==> src/msfe_pkg.sv <==
// ----------------------------------------------------------------------------
// Shape function package
// Shared widths, the per-stage control word and node numbering helpers.
// ----------------------------------------------------------------------------
package msfe_pkg;

  localparam int NUM_AXES = 3;
  localparam int ETA_W    = 16;
  localparam int OUT_W    = 15;
  localparam int NODE_W   = 3;
  localparam int DIM_W    = 2;

  localparam logic [DIM_W-1:0] DIM_RESET = 2'd3;

  // Control word that travels with one node down the lanes.
  typedef struct packed {
    logic                           valid;
    logic [NODE_W-1:0]              node;
    logic [DIM_W-1:0]               dim;
    logic [NUM_AXES-1:0][ETA_W-1:0] eta;
  } stage_t;

  // Corner sign bit of a node on one axis (1 means +1). The first axis uses
  // the Gray-style rule so that nodes run around the face in order.
  function automatic logic corner_bit(input logic [NODE_W-1:0] node, input int axis);
    logic b;
    if (axis == 0) begin
      b = node[0] ^ node[1];
    end else begin
      b = node[axis];
    end
    return b;
  endfunction

  // Number of the final node of an element of the given dimension.
  function automatic logic [NODE_W-1:0] last_node_of(input logic [DIM_W-1:0] dim);
    logic [NODE_W:0] cnt;
    cnt = (NODE_W+1)'(1) << dim;
    return NODE_W'(cnt - (NODE_W+1)'(1));
  endfunction

endpackage

==> src/msfe_lane.sv <==
// ----------------------------------------------------------------------------
// Shape function lane
// One product chain, one registered multiply per axis.
// ----------------------------------------------------------------------------
module msfe_lane
  import msfe_pkg::*;
#(
  parameter int MAX_DIM   = 3,
  parameter int FRAC_BITS = 14,
  parameter int VAL_W     = 22,
  parameter int FACT_W    = 17,
  parameter int LANE      = 0
) (
  input  logic                    clk,
  input  logic                    adv,
  input  stage_t                  ctl [MAX_DIM],
  output logic signed [VAL_W-1:0] val
);

  // Lane 0 forms the shape value; lane k+1 replaces factor k by its sign.
  localparam logic signed [VAL_W-1:0]  ONE_V = VAL_W'(64'sd1 <<< FRAC_BITS);
  localparam logic signed [FACT_W-1:0] ONE_F = FACT_W'(64'sd1 <<< FRAC_BITS);

  logic signed [VAL_W-1:0] v [MAX_DIM+1];

  assign v[0] = ONE_V >>> ctl[0].dim;

  for (genvar p = 0; p < MAX_DIM; p++) begin : g_step
    logic                          s;
    logic signed [FACT_W-1:0]      eta_x;
    logic signed [FACT_W-1:0]      fac;
    logic signed [VAL_W+FACT_W-1:0] prod;
    logic signed [VAL_W-1:0]       nxt;

    always_comb begin
      s     = corner_bit(ctl[p].node, p);
      eta_x = FACT_W'($signed(ctl[p].eta[p]));
      if (LANE == p + 1) begin
        fac = s ? ONE_F : -ONE_F;
      end else begin
        fac = s ? (ONE_F + eta_x) : (ONE_F - eta_x);
      end
      prod = v[p] * fac;
      // Arithmetic shift floors toward minus infinity.
      if (ctl[p].dim > DIM_W'(p)) begin
        nxt = VAL_W'(prod >>> FRAC_BITS);
      end else begin
        nxt = v[p];
      end
    end

    always_ff @(posedge clk) begin
      if (adv) begin
        v[p+1] <= nxt;
      end
    end
  end

  assign val = v[MAX_DIM];

endmodule

==> config.mk <==
export PLATFORM = sky130hd
export DESIGN_NAME = msfe_lane
export DESIGN_NICKNAME = d
export VERILOG_FILES = /design/src/msfe_pkg.sv /design/src/msfe_lane.sv
export SDC_FILE = /design/constraint.sdc
export NUM_CORES = 2
export LEC_CHECK = 0
export ABC_AREA = 1
export BUFFER_PORTS_ARGS = -buffer_cell sky130_fd_sc_hd__buf_2
export CAP_MARGIN = 20
export CORE_ASPECT_RATIO = 1.1
export CORE_MARGIN = 8
export CORE_UTILIZATION = 50
export CTS_BUF_LIST = sky130_fd_sc_hd__clkbuf_4 sky130_fd_sc_hd__clkbuf_8 sky130_fd_sc_hd__clkbuf_16
export CTS_CLUSTER_SIZE = 8
export DETAILED_ROUTE_END_ITERATION = 10
export HOLD_SLACK_MARGIN = 0.1
export PLACE_DENSITY = 0.7
export SYNTH_ARGS = -nofsm -noshare
export SYNTH_HDL_FRONTEND = slang
export SYNTH_SLANG_ARGS = --single-unit
==> constraint.sdc <==
create_clock -name clk -period 6.4 [get_ports clk]
set_input_delay 0.32 -clock clk [delete_from_list [all_inputs] [get_ports clk]]
set_output_delay 0.32 -clock clk [all_outputs]
set_load 0.005 [all_outputs]
==> Flow_metrics.wiki <==
{| class="wikitable"
! Metric !! Value
|-
| Run status || finished, final reports clean
|-
| DIE WIDTH || 262.8 um
|-
| Clk Latency, worst-skew pair || 0.38 ns
|-
| DR WL met3 || 7.589 mm
|-
| Total routing usage reported by global routing || 25.84%
|-
| Transition at the pin with the smallest max-transition slack || 1.063 ns
|-
| Largest delay share family, worst path || adder cells
|-
| CP max-delay cell || sky130_fd_sc_hd__fa_1
|-
| Initial detailed-routing violation count || 2039
|-
| Dominant cell type by area after synthesis || sky130_fd_sc_hd__fa_1
|-
| Post-Route Hold Slack || 0.4812 ns
|-
| GR Overflow Total || 0
|-
| Final std cells w/o fill || 5553
|-
| Ports || 186
|-
| Maximum fanout along the worst path || 8
|-
| Number of warnings reported in the yosys synthesis log || 0
|-
| Number of H-tree levels || 3
|-
| Setup slack of the most critical reg-to-reg path || 0.36 ns
|-
| Max-slew headroom || 29.16%
|-
| Placement row count || 99
|-
| Top metal layer carrying routed signals || met5
|-
| Class of the tightest hold or removal check || in2reg
|-
| Post-synth EDFFs || 66
|-
| CTS root buffer || sky130_fd_sc_hd__clkbuf_16
|-
| Routed WL per cell || 17.56 um
|-
| Wire length on met1 || 38.74 mm
|-
| Maximum capacitance violations || 0
|-
| TritonCTS clock tree || built
|-
| Vias per cell || 5.198
|-
| Synthesized area per cell || 7.887 um2
|-
| Largest net degree at the start of global routing || 67
|-
| Num CTS Buffers || 9
|-
| Hold Vio Cnt, Final || 0
|-
| Vias in the first global route || 30375
|-
| Core Box Area || 66390 um2
|-
| Endpoint required time on the critical path || 6.51 ns
|-
| Count of cell types in the netlist || 51
|-
| Worst Reg-to-Reg Cells || 24
|-
| Min Clock Period, post-route || 6.353 ns
|-
| Post-synthesis register bit count || 66
|-
| Number of nets produced by synthesis || 5440
|-
| Number of buffers on the longest clock path || 2
|-
| Ys flop type || sky130_fd_sc_hd__edfxtp_1
|-
| Worst Hold Depth || 4
|-
| Wire length of the first global-routing pass || 156.1 mm
|-
| Summed instance area of the synthesized netlist || 33510 um2
|-
| Routed length on met2 || 46.88 mm
|-
| Critical path type || in2reg
|-
| Critical Path Source Type || input pin
|-
| Final-report max-slew violation count || 0
|-
| Share of cells above drive strength 1 || 20.45%
|-
| Type of destination of the critical path || flip-flop
|-
| Hold-critical path endpoint || v[46]
|-
| Area grow syn2layout || 20.89%
|-
| Total number of clock tree sinks || 66
|-
| Total Nets Final || 5881
|-
| Buffers & Inverters on Critical Path || 14
|-
| Number of vias after detailed routing || 28864
|-
| Hold_buf cts || 0
|-
| Worst stage delay on the critical path || 0.53 ns
|-
| Drc violations || 0
|-
| Count of inserted antenna diode cells || 0
|-
| Sequential element share of the synthesized area || 5.914%
|-
| TritonRoute pass-1 iters || 7
|-
| Cell count after placement || 5509
|-
| WP data arrival || 6.46 ns
|-
| Final Core Density || 61.02%
|-
| Tcrit/Tclk final || 99.26%
|-
| Initial standard-cell utilization of the core || 50.48%
|-
| Post-synth top area share || 43.85%
|-
| Setup repair after global routing missed its margin || yes
|-
| Placed wire-length estimate || 83.45 mm
|-
| Quantity of I/O buffers inserted on ports || 80
|-
| Vertical die dimension || 287.5 um
|-
| Clock-pin slew on the worst setup and hold paths || 0.07 ns
|-
| Cell mode on critical path || sky130_fd_sc_hd__fa_1
|-
| Synth Instances || 4249
|-
| Global placer's final weighted congestion || 0.9569
|-
| Number of nets with antenna violations after routing || 0
|-
| Worst R2R End || v[41]
|-
| Post-synthesis async set-or-reset flop share || 0%
|-
| F_max || 157.4 MHz
|-
| Top cells by area, synth || sky130_fd_sc_hd__fa_1 44%, sky130_fd_sc_hd__inv_1 13%, sky130_fd_sc_hd__ha_1 11%, sky130_fd_sc_hd__nand2_1 9.5%, sky130_fd_sc_hd__edfxtp_1 5.9%
|-
| Total of endpoints with negative setup slack in the final report || 0
|-
| Clock Skews || 0.01402 ns
|-
| Wirelength, routed || 97.49 mm
|-
| Die area || 75580 um2
|-
| Reg-to-reg critical path startpoint || v[52]
|-
| Launch point of the worst hold path || ctl[156]
|-
| Number of antenna violations at the first check in global routing || 1
|}
sequential cells by signal, indices dropped and copies added, names as in the netlist:
| signal | cells |
|---|---|
| v | 44 |
| val | 22 |
tightest hold or removal path, cell delays in order:
cell and delay [ns]:
sky130_fd_sc_hd__buf_2 0.10, sky130_fd_sc_hd__nor2_1 0.08, sky130_fd_sc_hd__buf_4 0.17, sky130_fd_sc_hd__nor2_1 0.08
cells in the mapped netlist (14+ instances only):
cell,number
sky130_fd_sc_hd__nand4_1,22
sky130_fd_sc_hd__ha_1,293
sky130_fd_sc_hd__o21ai_0,96
sky130_fd_sc_hd__xnor2_1,19
sky130_fd_sc_hd__nand2_1,846
sky130_fd_sc_hd__fa_1,734
sky130_fd_sc_hd__buf_2,17
sky130_fd_sc_hd__edfxtp_1,66
sky130_fd_sc_hd__nor2_1,423
sky130_fd_sc_hd__buf_4,22
sky130_fd_sc_hd__inv_1,1190
sky130_fd_sc_hd__nand3_1,94
sky130_fd_sc_hd__a21oi_1,122
sky130_fd_sc_hd__o21a_1,14
sky130_fd_sc_hd__clkbuf_1,94
sky130_fd_sc_hd__nor3_1,21
sky130_fd_sc_hd__or2_2,30
sky130_fd_sc_hd__xor2_1,30
how the worst max path moves through the flow:
stage	startpoint	end	slack, ns	depth (start not counted)
2_1_floorplan	ctl[71]	v[43]	0.003	31
3_3_place_gp	ctl[33]	val[16]	-0.57	32
3_5_place_dp	ctl[33]	val[16]	-0.65	32
4_1_cts	ctl[70]	v[30]	0.0003	34
5_1_grt	ctl[32]	val[21]	-0.20	31
6_report	ctl[33]	val[19]	0.05	34
layout make-up:
cell class                 instances  area (um2)
timing repair buffer             566        4509
fill                            5711       25880
inverter                        1203        4571
multi-input combinational       2844       28040
sequential                        66        1982
tap                              858        1074
clock inverter                     7       115.1
clock buffer                       9       225.2
cell families after synthesis:
logic type | after synthesis | synth area share, %
AOI/OAI and AO/OA | 292 | 4.895
other | 1 | 0.01119
DFF | 66 | 5.914
adders and majority gates | 1027 | 54.78
buffers and inverters | 1339 | 15.32
and+or+nand+nor | 1475 | 17.79
xor gates and xnor gates | 49 | 1.281
layout by cell type (no fill, tap or decap), types with 18 or more instances in the layout:
cell	count
sky130_fd_sc_hd__inv_1	1143
sky130_fd_sc_hd__nand2_1	786
sky130_fd_sc_hd__fa_1	721
sky130_fd_sc_hd__buf_4	442
sky130_fd_sc_hd__nor2_1	372
sky130_fd_sc_hd__ha_1	250
sky130_fd_sc_hd__nand3_1	87
sky130_fd_sc_hd__a21oi_1	80
sky130_fd_sc_hd__buf_2	72
sky130_fd_sc_hd__edfxtp_1	66
sky130_fd_sc_hd__o21ai_0	57
sky130_fd_sc_hd__nand2_2	54
sky130_fd_sc_hd__ha_4	43
sky130_fd_sc_hd__o21ai_1	39
sky130_fd_sc_hd__inv_2	37
sky130_fd_sc_hd__a21oi_2	37
sky130_fd_sc_hd__nor2_2	30
sky130_fd_sc_hd__xor2_1	29
sky130_fd_sc_hd__or2_2	27
sky130_fd_sc_hd__nor2_4	24
sky130_fd_sc_hd__buf_6	24
sky130_fd_sc_hd__buf_12	24
sky130_fd_sc_hd__nand4_1	22
sky130_fd_sc_hd__o21ai_2	19
sky130_fd_sc_hd__nand2_4	18
metal layers:
| layer | vias to the layer above | GRT usage, % |
|---|---|---|
| met4 | 2 | 10.14 |
| met3 | 246 | 4.779 |
| met1 | 14322 | 32.43 |
| met2 | 1081 | 44.19 |
| li1 | 13213 | - |
| met5 | - | 0 |
repair_timing:
action,in CTS,in global routing
endpoints found under the hold margin,0,0
endpoints found under the setup margin,30,46
cloned,0,2
buffers inserted,0,27
pin swaps,5,167
gates resized for setup,42,433
metrics by stage:
step | setup WS (ns) | TNS (ns) | cell area [um2]
floorplan | 0.003152 | 0 | 33510
global placement | -0.5681 | -16.10 | 38080
detailed placement | -0.6534 | -18.87 | 38080
CTS | 0.0002718 | 0 | 38550
global route | -0.2004 | -2.483 | 40510
finish | 0.04707 | 0 | 40510
Power is left out: the tool's default activity adds up to more than one toggle a clock period on the data nets, which glitch-free logic cannot reach.
