[src/msfe_pkg.sv]
// ----------------------------------------------------------------------------
// Shape function package
// Shared widths, the per-stage control word and node numbering helpers.
// ----------------------------------------------------------------------------
package msfe_pkg;

  localparam int NUM_AXES = 3;
  localparam int ETA_W    = 16;
  localparam int OUT_W    = 15;
  localparam int NODE_W   = 3;
  localparam int DIM_W    = 2;

  localparam logic [DIM_W-1:0] DIM_RESET = 2'd3;

  // Control word that travels with one node down the lanes.
  typedef struct packed {
    logic                           valid;
    logic [NODE_W-1:0]              node;
    logic [DIM_W-1:0]               dim;
    logic [NUM_AXES-1:0][ETA_W-1:0] eta;
  } stage_t;

  // Corner sign bit of a node on one axis (1 means +1). The first axis uses
  // the Gray-style rule so that nodes run around the face in order.
  function automatic logic corner_bit(input logic [NODE_W-1:0] node, input int axis);
    logic b;
    if (axis == 0) begin
      b = node[0] ^ node[1];
    end else begin
      b = node[axis];
    end
    return b;
  endfunction

  // Number of the final node of an element of the given dimension.
  function automatic logic [NODE_W-1:0] last_node_of(input logic [DIM_W-1:0] dim);
    logic [NODE_W:0] cnt;
    cnt = (NODE_W+1)'(1) << dim;
    return NODE_W'(cnt - (NODE_W+1)'(1));
  endfunction

endpackage

[src/msfe_if.sv]


interface msfe_result_if;
  logic               valid;
  logic               ready;
  logic [2:0]         node_index;
  logic [14:0]        shape_value;
  logic signed [14:0] grad_0;
  logic signed [14:0] grad_1;
  logic signed [14:0] grad_2;
  logic               last_node;

  modport source (output valid, output node_index, output shape_value, output grad_0,
                  output grad_1, output grad_2, output last_node, input ready);
  modport sink   (input valid, input node_index, input shape_value, input grad_0,
                  input grad_1, input grad_2, input last_node, output ready);
endinterface

[src/msfe_merge.sv]
// ----------------------------------------------------------------------------
// Shape function merge
// Saturates the lane results and holds them in the result register.
// ----------------------------------------------------------------------------
module msfe_merge
  import msfe_pkg::*;
#(
  parameter int MAX_DIM   = 3,
  parameter int FRAC_BITS = 14,
  parameter int VAL_W     = 22
) (
  input  logic                    clk,
  input  logic                    rst,
  input  logic                    adv,
  input  stage_t                  ctl,
  input  logic signed [VAL_W-1:0] lane_val [MAX_DIM+1],
  msfe_result_if.source           result
);

  localparam logic signed [VAL_W-1:0] ONE_V  = VAL_W'(64'sd1 <<< FRAC_BITS);
  localparam logic signed [VAL_W-1:0] HALF_V = VAL_W'(64'sd1 <<< (FRAC_BITS - 1));

  logic        [OUT_W-1:0] shape_next;
  logic signed [OUT_W-1:0] grad_next [NUM_AXES];

  always_comb begin
    if (lane_val[0] < 0) begin
      shape_next = '0;
    end else if (lane_val[0] > ONE_V) begin
      shape_next = OUT_W'(ONE_V);
    end else begin
      shape_next = OUT_W'(lane_val[0]);
    end
  end

  for (genvar k = 0; k < NUM_AXES; k++) begin : g_grad
    if (k < MAX_DIM) begin : g_used
      always_comb begin
        if (ctl.dim <= DIM_W'(k)) begin
          grad_next[k] = '0;
        end else if (lane_val[k+1] < -HALF_V) begin
          grad_next[k] = OUT_W'(-HALF_V);
        end else if (lane_val[k+1] > HALF_V) begin
          grad_next[k] = OUT_W'(HALF_V);
        end else begin
          grad_next[k] = OUT_W'(lane_val[k+1]);
        end
      end
    end else begin : g_unused
      assign grad_next[k] = '0;
    end
  end

  always_ff @(posedge clk) begin
    if (rst) begin
      result.valid <= 1'b0;
    end else if (adv) begin
      result.valid <= ctl.valid;
    end
  end

  always_ff @(posedge clk) begin
    if (adv) begin
      result.node_index  <= ctl.node;
      result.shape_value <= shape_next;
      result.grad_0      <= grad_next[0];
      result.grad_1      <= grad_next[1];
      result.grad_2      <= grad_next[2];
      result.last_node   <= (ctl.node == last_node_of(ctl.dim));
    end
  end

endmodule

[src/flat_wrapper.sv]
// flat-port wrapper written by rule: the top's interface ports become plain ports
module msfe_merge_flat import msfe_pkg::*;
#(
  parameter int MAX_DIM   = 3,
  parameter int FRAC_BITS = 14,
  parameter int VAL_W     = 22
)
  (clk, rst, adv, ctl, lane_val, result_valid, result_node_index, result_shape_value, result_grad_0, result_grad_1, result_grad_2, result_last_node, result_ready);
  msfe_result_if result_i ();
  input  logic clk;
  input  logic rst;
  input  logic adv;
  input  stage_t ctl;
  input  logic signed [VAL_W-1:0] lane_val[MAX_DIM+1];
  output wire logic [$bits(result_i.valid)-1:0] result_valid;
  output wire logic [$bits(result_i.node_index)-1:0] result_node_index;
  output wire logic [$bits(result_i.shape_value)-1:0] result_shape_value;
  output wire logic [$bits(result_i.grad_0)-1:0] result_grad_0;
  output wire logic [$bits(result_i.grad_1)-1:0] result_grad_1;
  output wire logic [$bits(result_i.grad_2)-1:0] result_grad_2;
  output wire logic [$bits(result_i.last_node)-1:0] result_last_node;
  input wire logic [$bits(result_i.ready)-1:0] result_ready;
  assign result_valid = result_i.valid;
  assign result_node_index = result_i.node_index;
  assign result_shape_value = result_i.shape_value;
  assign result_grad_0 = result_i.grad_0;
  assign result_grad_1 = result_i.grad_1;
  assign result_grad_2 = result_i.grad_2;
  assign result_last_node = result_i.last_node;
  assign result_i.ready = result_ready;
  msfe_merge #(.MAX_DIM(MAX_DIM), .FRAC_BITS(FRAC_BITS), .VAL_W(VAL_W)) u_core (.clk(clk), .rst(rst), .adv(adv), .ctl(ctl), .lane_val(lane_val), .result(result_i));
endmodule
[config.mk]
export PLATFORM = sky130hd
export DESIGN_NAME = msfe_merge_flat
export DESIGN_NICKNAME = d
export VERILOG_FILES = /design/src/msfe_pkg.sv /design/src/msfe_if.sv /design/src/msfe_merge.sv /design/src/flat_wrapper.sv
export SDC_FILE = /design/constraint.sdc
export NUM_CORES = 1
export LEC_CHECK = 0
export BUFFER_PORTS_ARGS = -buffer_cell sky130_fd_sc_hd__clkbuf_2
export CAP_MARGIN = 40
export CORE_MARGIN = 4
export CORE_UTILIZATION = 36
export DETAILED_ROUTE_END_ITERATION = 16
export PLACE_DENSITY = 0.79
export SKIP_LAST_GASP = 1
export SYNTH_ARGS = -nofsm -noshare
export SYNTH_HDL_FRONTEND = slang
export SYNTH_SLANG_ARGS = --single-unit
[constraint.sdc]
create_clock -name clk -period 1.6 [get_ports clk]
set_clock_uncertainty 0.1 [all_clocks]
set_input_delay 0.32 -clock clk [delete_from_list [all_inputs] [get_ports clk]]
set_output_delay 0.32 -clock clk [all_outputs]
set_load 0.01 [all_outputs]
==> out/qor.txt <==
Antenna-violating nets left = 0
Per-cell via count in the routed design = 4.69
Total wirelength of the detailed-routed design = 6650 um
Worst-path cell with the longest stage delay = sky130_fd_sc_hd__or3_4
Number of clock sinks = 65
Final core utilization = 0.547
Post-placement worst setup slack = -0.355 ns
Worst voltage drop across the vdd grid = 381 uV
Total I/O pin count = 211
CTS tree = yes
Die Footprint = 0.00929 mm2
Run status = finished clean
# diodes = 0
Startpoint of the lowest-slack register-to-register path = u_core.result.valid$_SDFFE_PP0P_
Share of the clock period used by the worst path after layout = 0.971
Power per standard cell area = 958 mW/mm2
Largest driver fanout on the critical path = 11
Finished Layout Cells = 476
Sequential share of power = 0.512
Post-CTS Hold Buffers = 0
GRT Total Usage = 0.142
Kind of cell adding the most delay to the critical path = simple AND/OR/NAND/NOR gates
Final weighted congestion in routability-driven placement = 0.708
Min Tclk post-route = 1.55 ns
Post-Synthesis Cell Area = 0.00281 mm2
Data required time of the critical path = 1.66 ns
Endpoint of the worst-slack reg-to-reg timing path = u_core.result.valid$_SDFFE_PP0P_
Cts repair resizes = 0
Post-layout worst setup margin = 0.0463 ns
CP cell instances = clkbuf_2, nor4_1, nand4_1, or3_4, a21boi_0
Die Wd = 96.4 um
Cell count after placement = 460
Clock root buffer = sky130_fd_sc_hd__clkbuf_8
HPWL reported at the end of detailed placement = 5390 um
Number of storage elements in the synthesis netlist = 65
Slew at the pin closest to its max-slew limit = 0.356 ns
Number of inserted filler cells in the final layout = 666
Die Ht = 96.4 um
Clock latency on the worst-skew pair = 0.33 ns
Global-route wire length before repair = 9960 um
Maximum level of the CTS H-tree = 3
Area Growth Syn to Fin = 44.0%
F_max = 0.644 GHz
Longest individual stage delay on the worst path = 0.45 ns
Part of the Yosys area used for sequential elements = 0.690
Per-cell routed wire length = 14.0 um
Vias in the first global route = 2230
Combinational share of power = 0.101
Row count = 31
CP endpoint kind = flip-flop
Antenna violations before repair = 0
Total design power = 3.88 mW
Area taken by flip-flops and latches = 0.00194 mm2
Final Hold Fails = 0
Relative slew margins = 0.760
Total of endpoints with negative setup slack in the final report = 0
Mapped Cells = 192
WS Path Type = input port to flip-flop
Max-slew violation count = 0
Clock power frac = 0.387
Hold path endpoint = u_core.result.valid$_SDFFE_PP0P_
Count of buffers added by post-CTS timing repair for setup = 0
Pin count of the biggest net entering global routing = 66
Crit path buf inv count = 1
Maximum capacitance violations = 0
Net Sw Frac = 0.209
Total congestion overflow after global routing = 0
Arrival time at the worst endpoint = 1.61 ns
Syn_nets = 338
Hold Startpoint = rst
Post-layout net count = 518
Total iterations of the first detailed-routing run = 4
Worst Hold Depth = 2
Power dissipated by switching net loads = 811 uW
Clock slew seen by the registers of the worst setup and hold paths = 0.07 ns
Type of the tightest min-delay check = input port to flip-flop
Effective utilization at floorplan = 0.380
Total number of vias = 2233
Worst-case reg-to-reg path depth = 2
Pleak = 1.75 nW
CTS buffer count = 9
Multi-input gate area in the final layout = 830 um2
Buffer depth of the longest clock path = 2
R2R setup slack = 0.91 ns
Share of layout cells above drive strength 1 = 0.541
Fin Hold WS = 0.0409 ns
Number of violations reported at the end of detailed-routing iteration 0 = 60
Crit start category = input port
Number of distinct standard cells referenced by the synthesized netlist = 36
YS warnings = 0
DR DRC count = 0
Synthesized area divided by synthesized cell count = 14.7 um2
Count of input and output buffers = 161
Setup repair after global routing missed its margin = false
Cell-internal power = 3.07 mW
CORE AREA = 0.00741 mm2
==> layer usage <==
layer	global-route usage	part of all wire	routed length, um
met5	0	0	0
met4	0.0456	0.0090	60
met3	0.0581	0.091	605
met2	0.256	0.52	3450
met1	0.152	0.38	2530
==> through the flow <==
stage / TNS [ns] / instance area, um2
after CTS: 0 / 4050
final: 0 / 4050
after global routing: 0 / 4050
after floorplan: 0 / 2820
after detailed placement: -6.24 / 3840
after global placement: -5.31 / 3840
==> Yosys cell counts (all sizes together) <==
cell,number,area [um2]
xnor2,1,8.76
nand2b,1,6.26
o21a,3,22.5
and2b,2,15.0
and2,41,257
nor4b,1,8.76
clkbuf,1,3.75
and3,2,12.5
and4,3,26.3
o211ai,1,12.5
mux2i,1,10.0
o41ai,1,8.76
o211a,1,10.0
a21oi,1,5.00
nor3,4,20.0
nor2,7,26.3
o221ai,1,15.0
dfxtp,1,20.0
nand3,2,10.0
nor4,16,106
edfxtp,64,1920
o32a,1,10.0
nand4b,1,8.76
or2,1,6.26
or3,1,11.3
a21boi,11,120
nand3b,1,7.51
or3b,1,8.76
buf,6,41.3
nand4,8,50.1
nand2,5,18.8
o21ai,1,5.00
==> kinds of logic after synthesis <==
logic type | share of synthesized area
AO/OA/AOI/OAI | 0.0743
XOR/XNOR | 0.00311
flip-flops | 0.690
buffers and inverters | 0.0160
multiplexers | 0.00356
AND/OR/NAND/NOR | 0.213
==> state kept, by name (all words and copies together), names as in the netlist <==
name,count
u_core.result.grad_1,15
u_core.result.last_node,1
u_core.result.grad_0,15
u_core.result.valid,1
u_core.result.shape_value,15
u_core.result.node_index,3
u_core.result.grad_2,15
==> how the worst max path moves through the flow <==
stage | start | end | slack, ns | cells after the start
finish | lane_val[24] | u_core.result.grad_1[0]$_SDFFCE_PP0P_ | 0.05 | 5
global route | lane_val[24] | u_core.result.grad_1[0]$_SDFFCE_PP0P_ | 0.008 | 5
CTS | lane_val[24] | u_core.result.grad_1[0]$_SDFFCE_PP0P_ | 0.03 | 5
detailed placement | lane_val[24] | u_core.result.grad_1[0]$_SDFFCE_PP0P_ | -0.36 | 5
global placement | lane_val[24] | u_core.result.grad_1[0]$_SDFFCE_PP0P_ | -0.25 | 5
floorplan | lane_val[42] | u_core.result.grad_1[10]$_SDFFCE_PP0P_ | 0.02 | 5
==> layout by cell type, fill, tap and decap left out, types with 2 or more instances in the layout <==
cell / instances
sky130_fd_sc_hd__nand4_1: 8
sky130_fd_sc_hd__nor4_1: 15
sky130_fd_sc_hd__nand2_1: 5
sky130_fd_sc_hd__and3_1: 2
sky130_fd_sc_hd__and4_1: 3
sky130_fd_sc_hd__bufinv_16: 2
sky130_fd_sc_hd__clkbuf_1: 3
sky130_fd_sc_hd__edfxtp_1: 64
sky130_fd_sc_hd__clkbuf_2: 160
sky130_fd_sc_hd__buf_4: 13
sky130_fd_sc_hd__buf_12: 2
sky130_fd_sc_hd__nor3_1: 4
sky130_fd_sc_hd__and2b_1: 2
sky130_fd_sc_hd__a21boi_2: 10
sky130_fd_sc_hd__nor2_1: 7
sky130_fd_sc_hd__o21a_1: 3
sky130_fd_sc_hd__nand3_1: 2
sky130_fd_sc_hd__and2_1: 41
sky130_fd_sc_hd__clkbuf_8: 10
==> final cells by class <==
| type | instances | share of cell area |
|---|---|---|
| sequential | 65 | 0.479 |
| timing repair buffer | 176 | 0.233 |
| multi-input combinational | 120 | 0.205 |
| clock buffer | 13 | 0.0367 |
| tap | 99 | 0.0306 |
| clock inverter | 3 | 0.0161 |
==> power by group through the flow <==
stage | logic, mW | clock network (mW) | registers [mW]
after floorplan | 0.0495 | 0 | 2.08
after global placement | 0.394 | 0 | 2.02
after detailed placement | 0.399 | 0 | 2.03
after CTS | 0.400 | 1.54 | 1.99
after global routing | 0.431 | 1.63 | 1.99
final | 0.393 | 1.50 | 1.99
(Power assumes the default switching activity.)
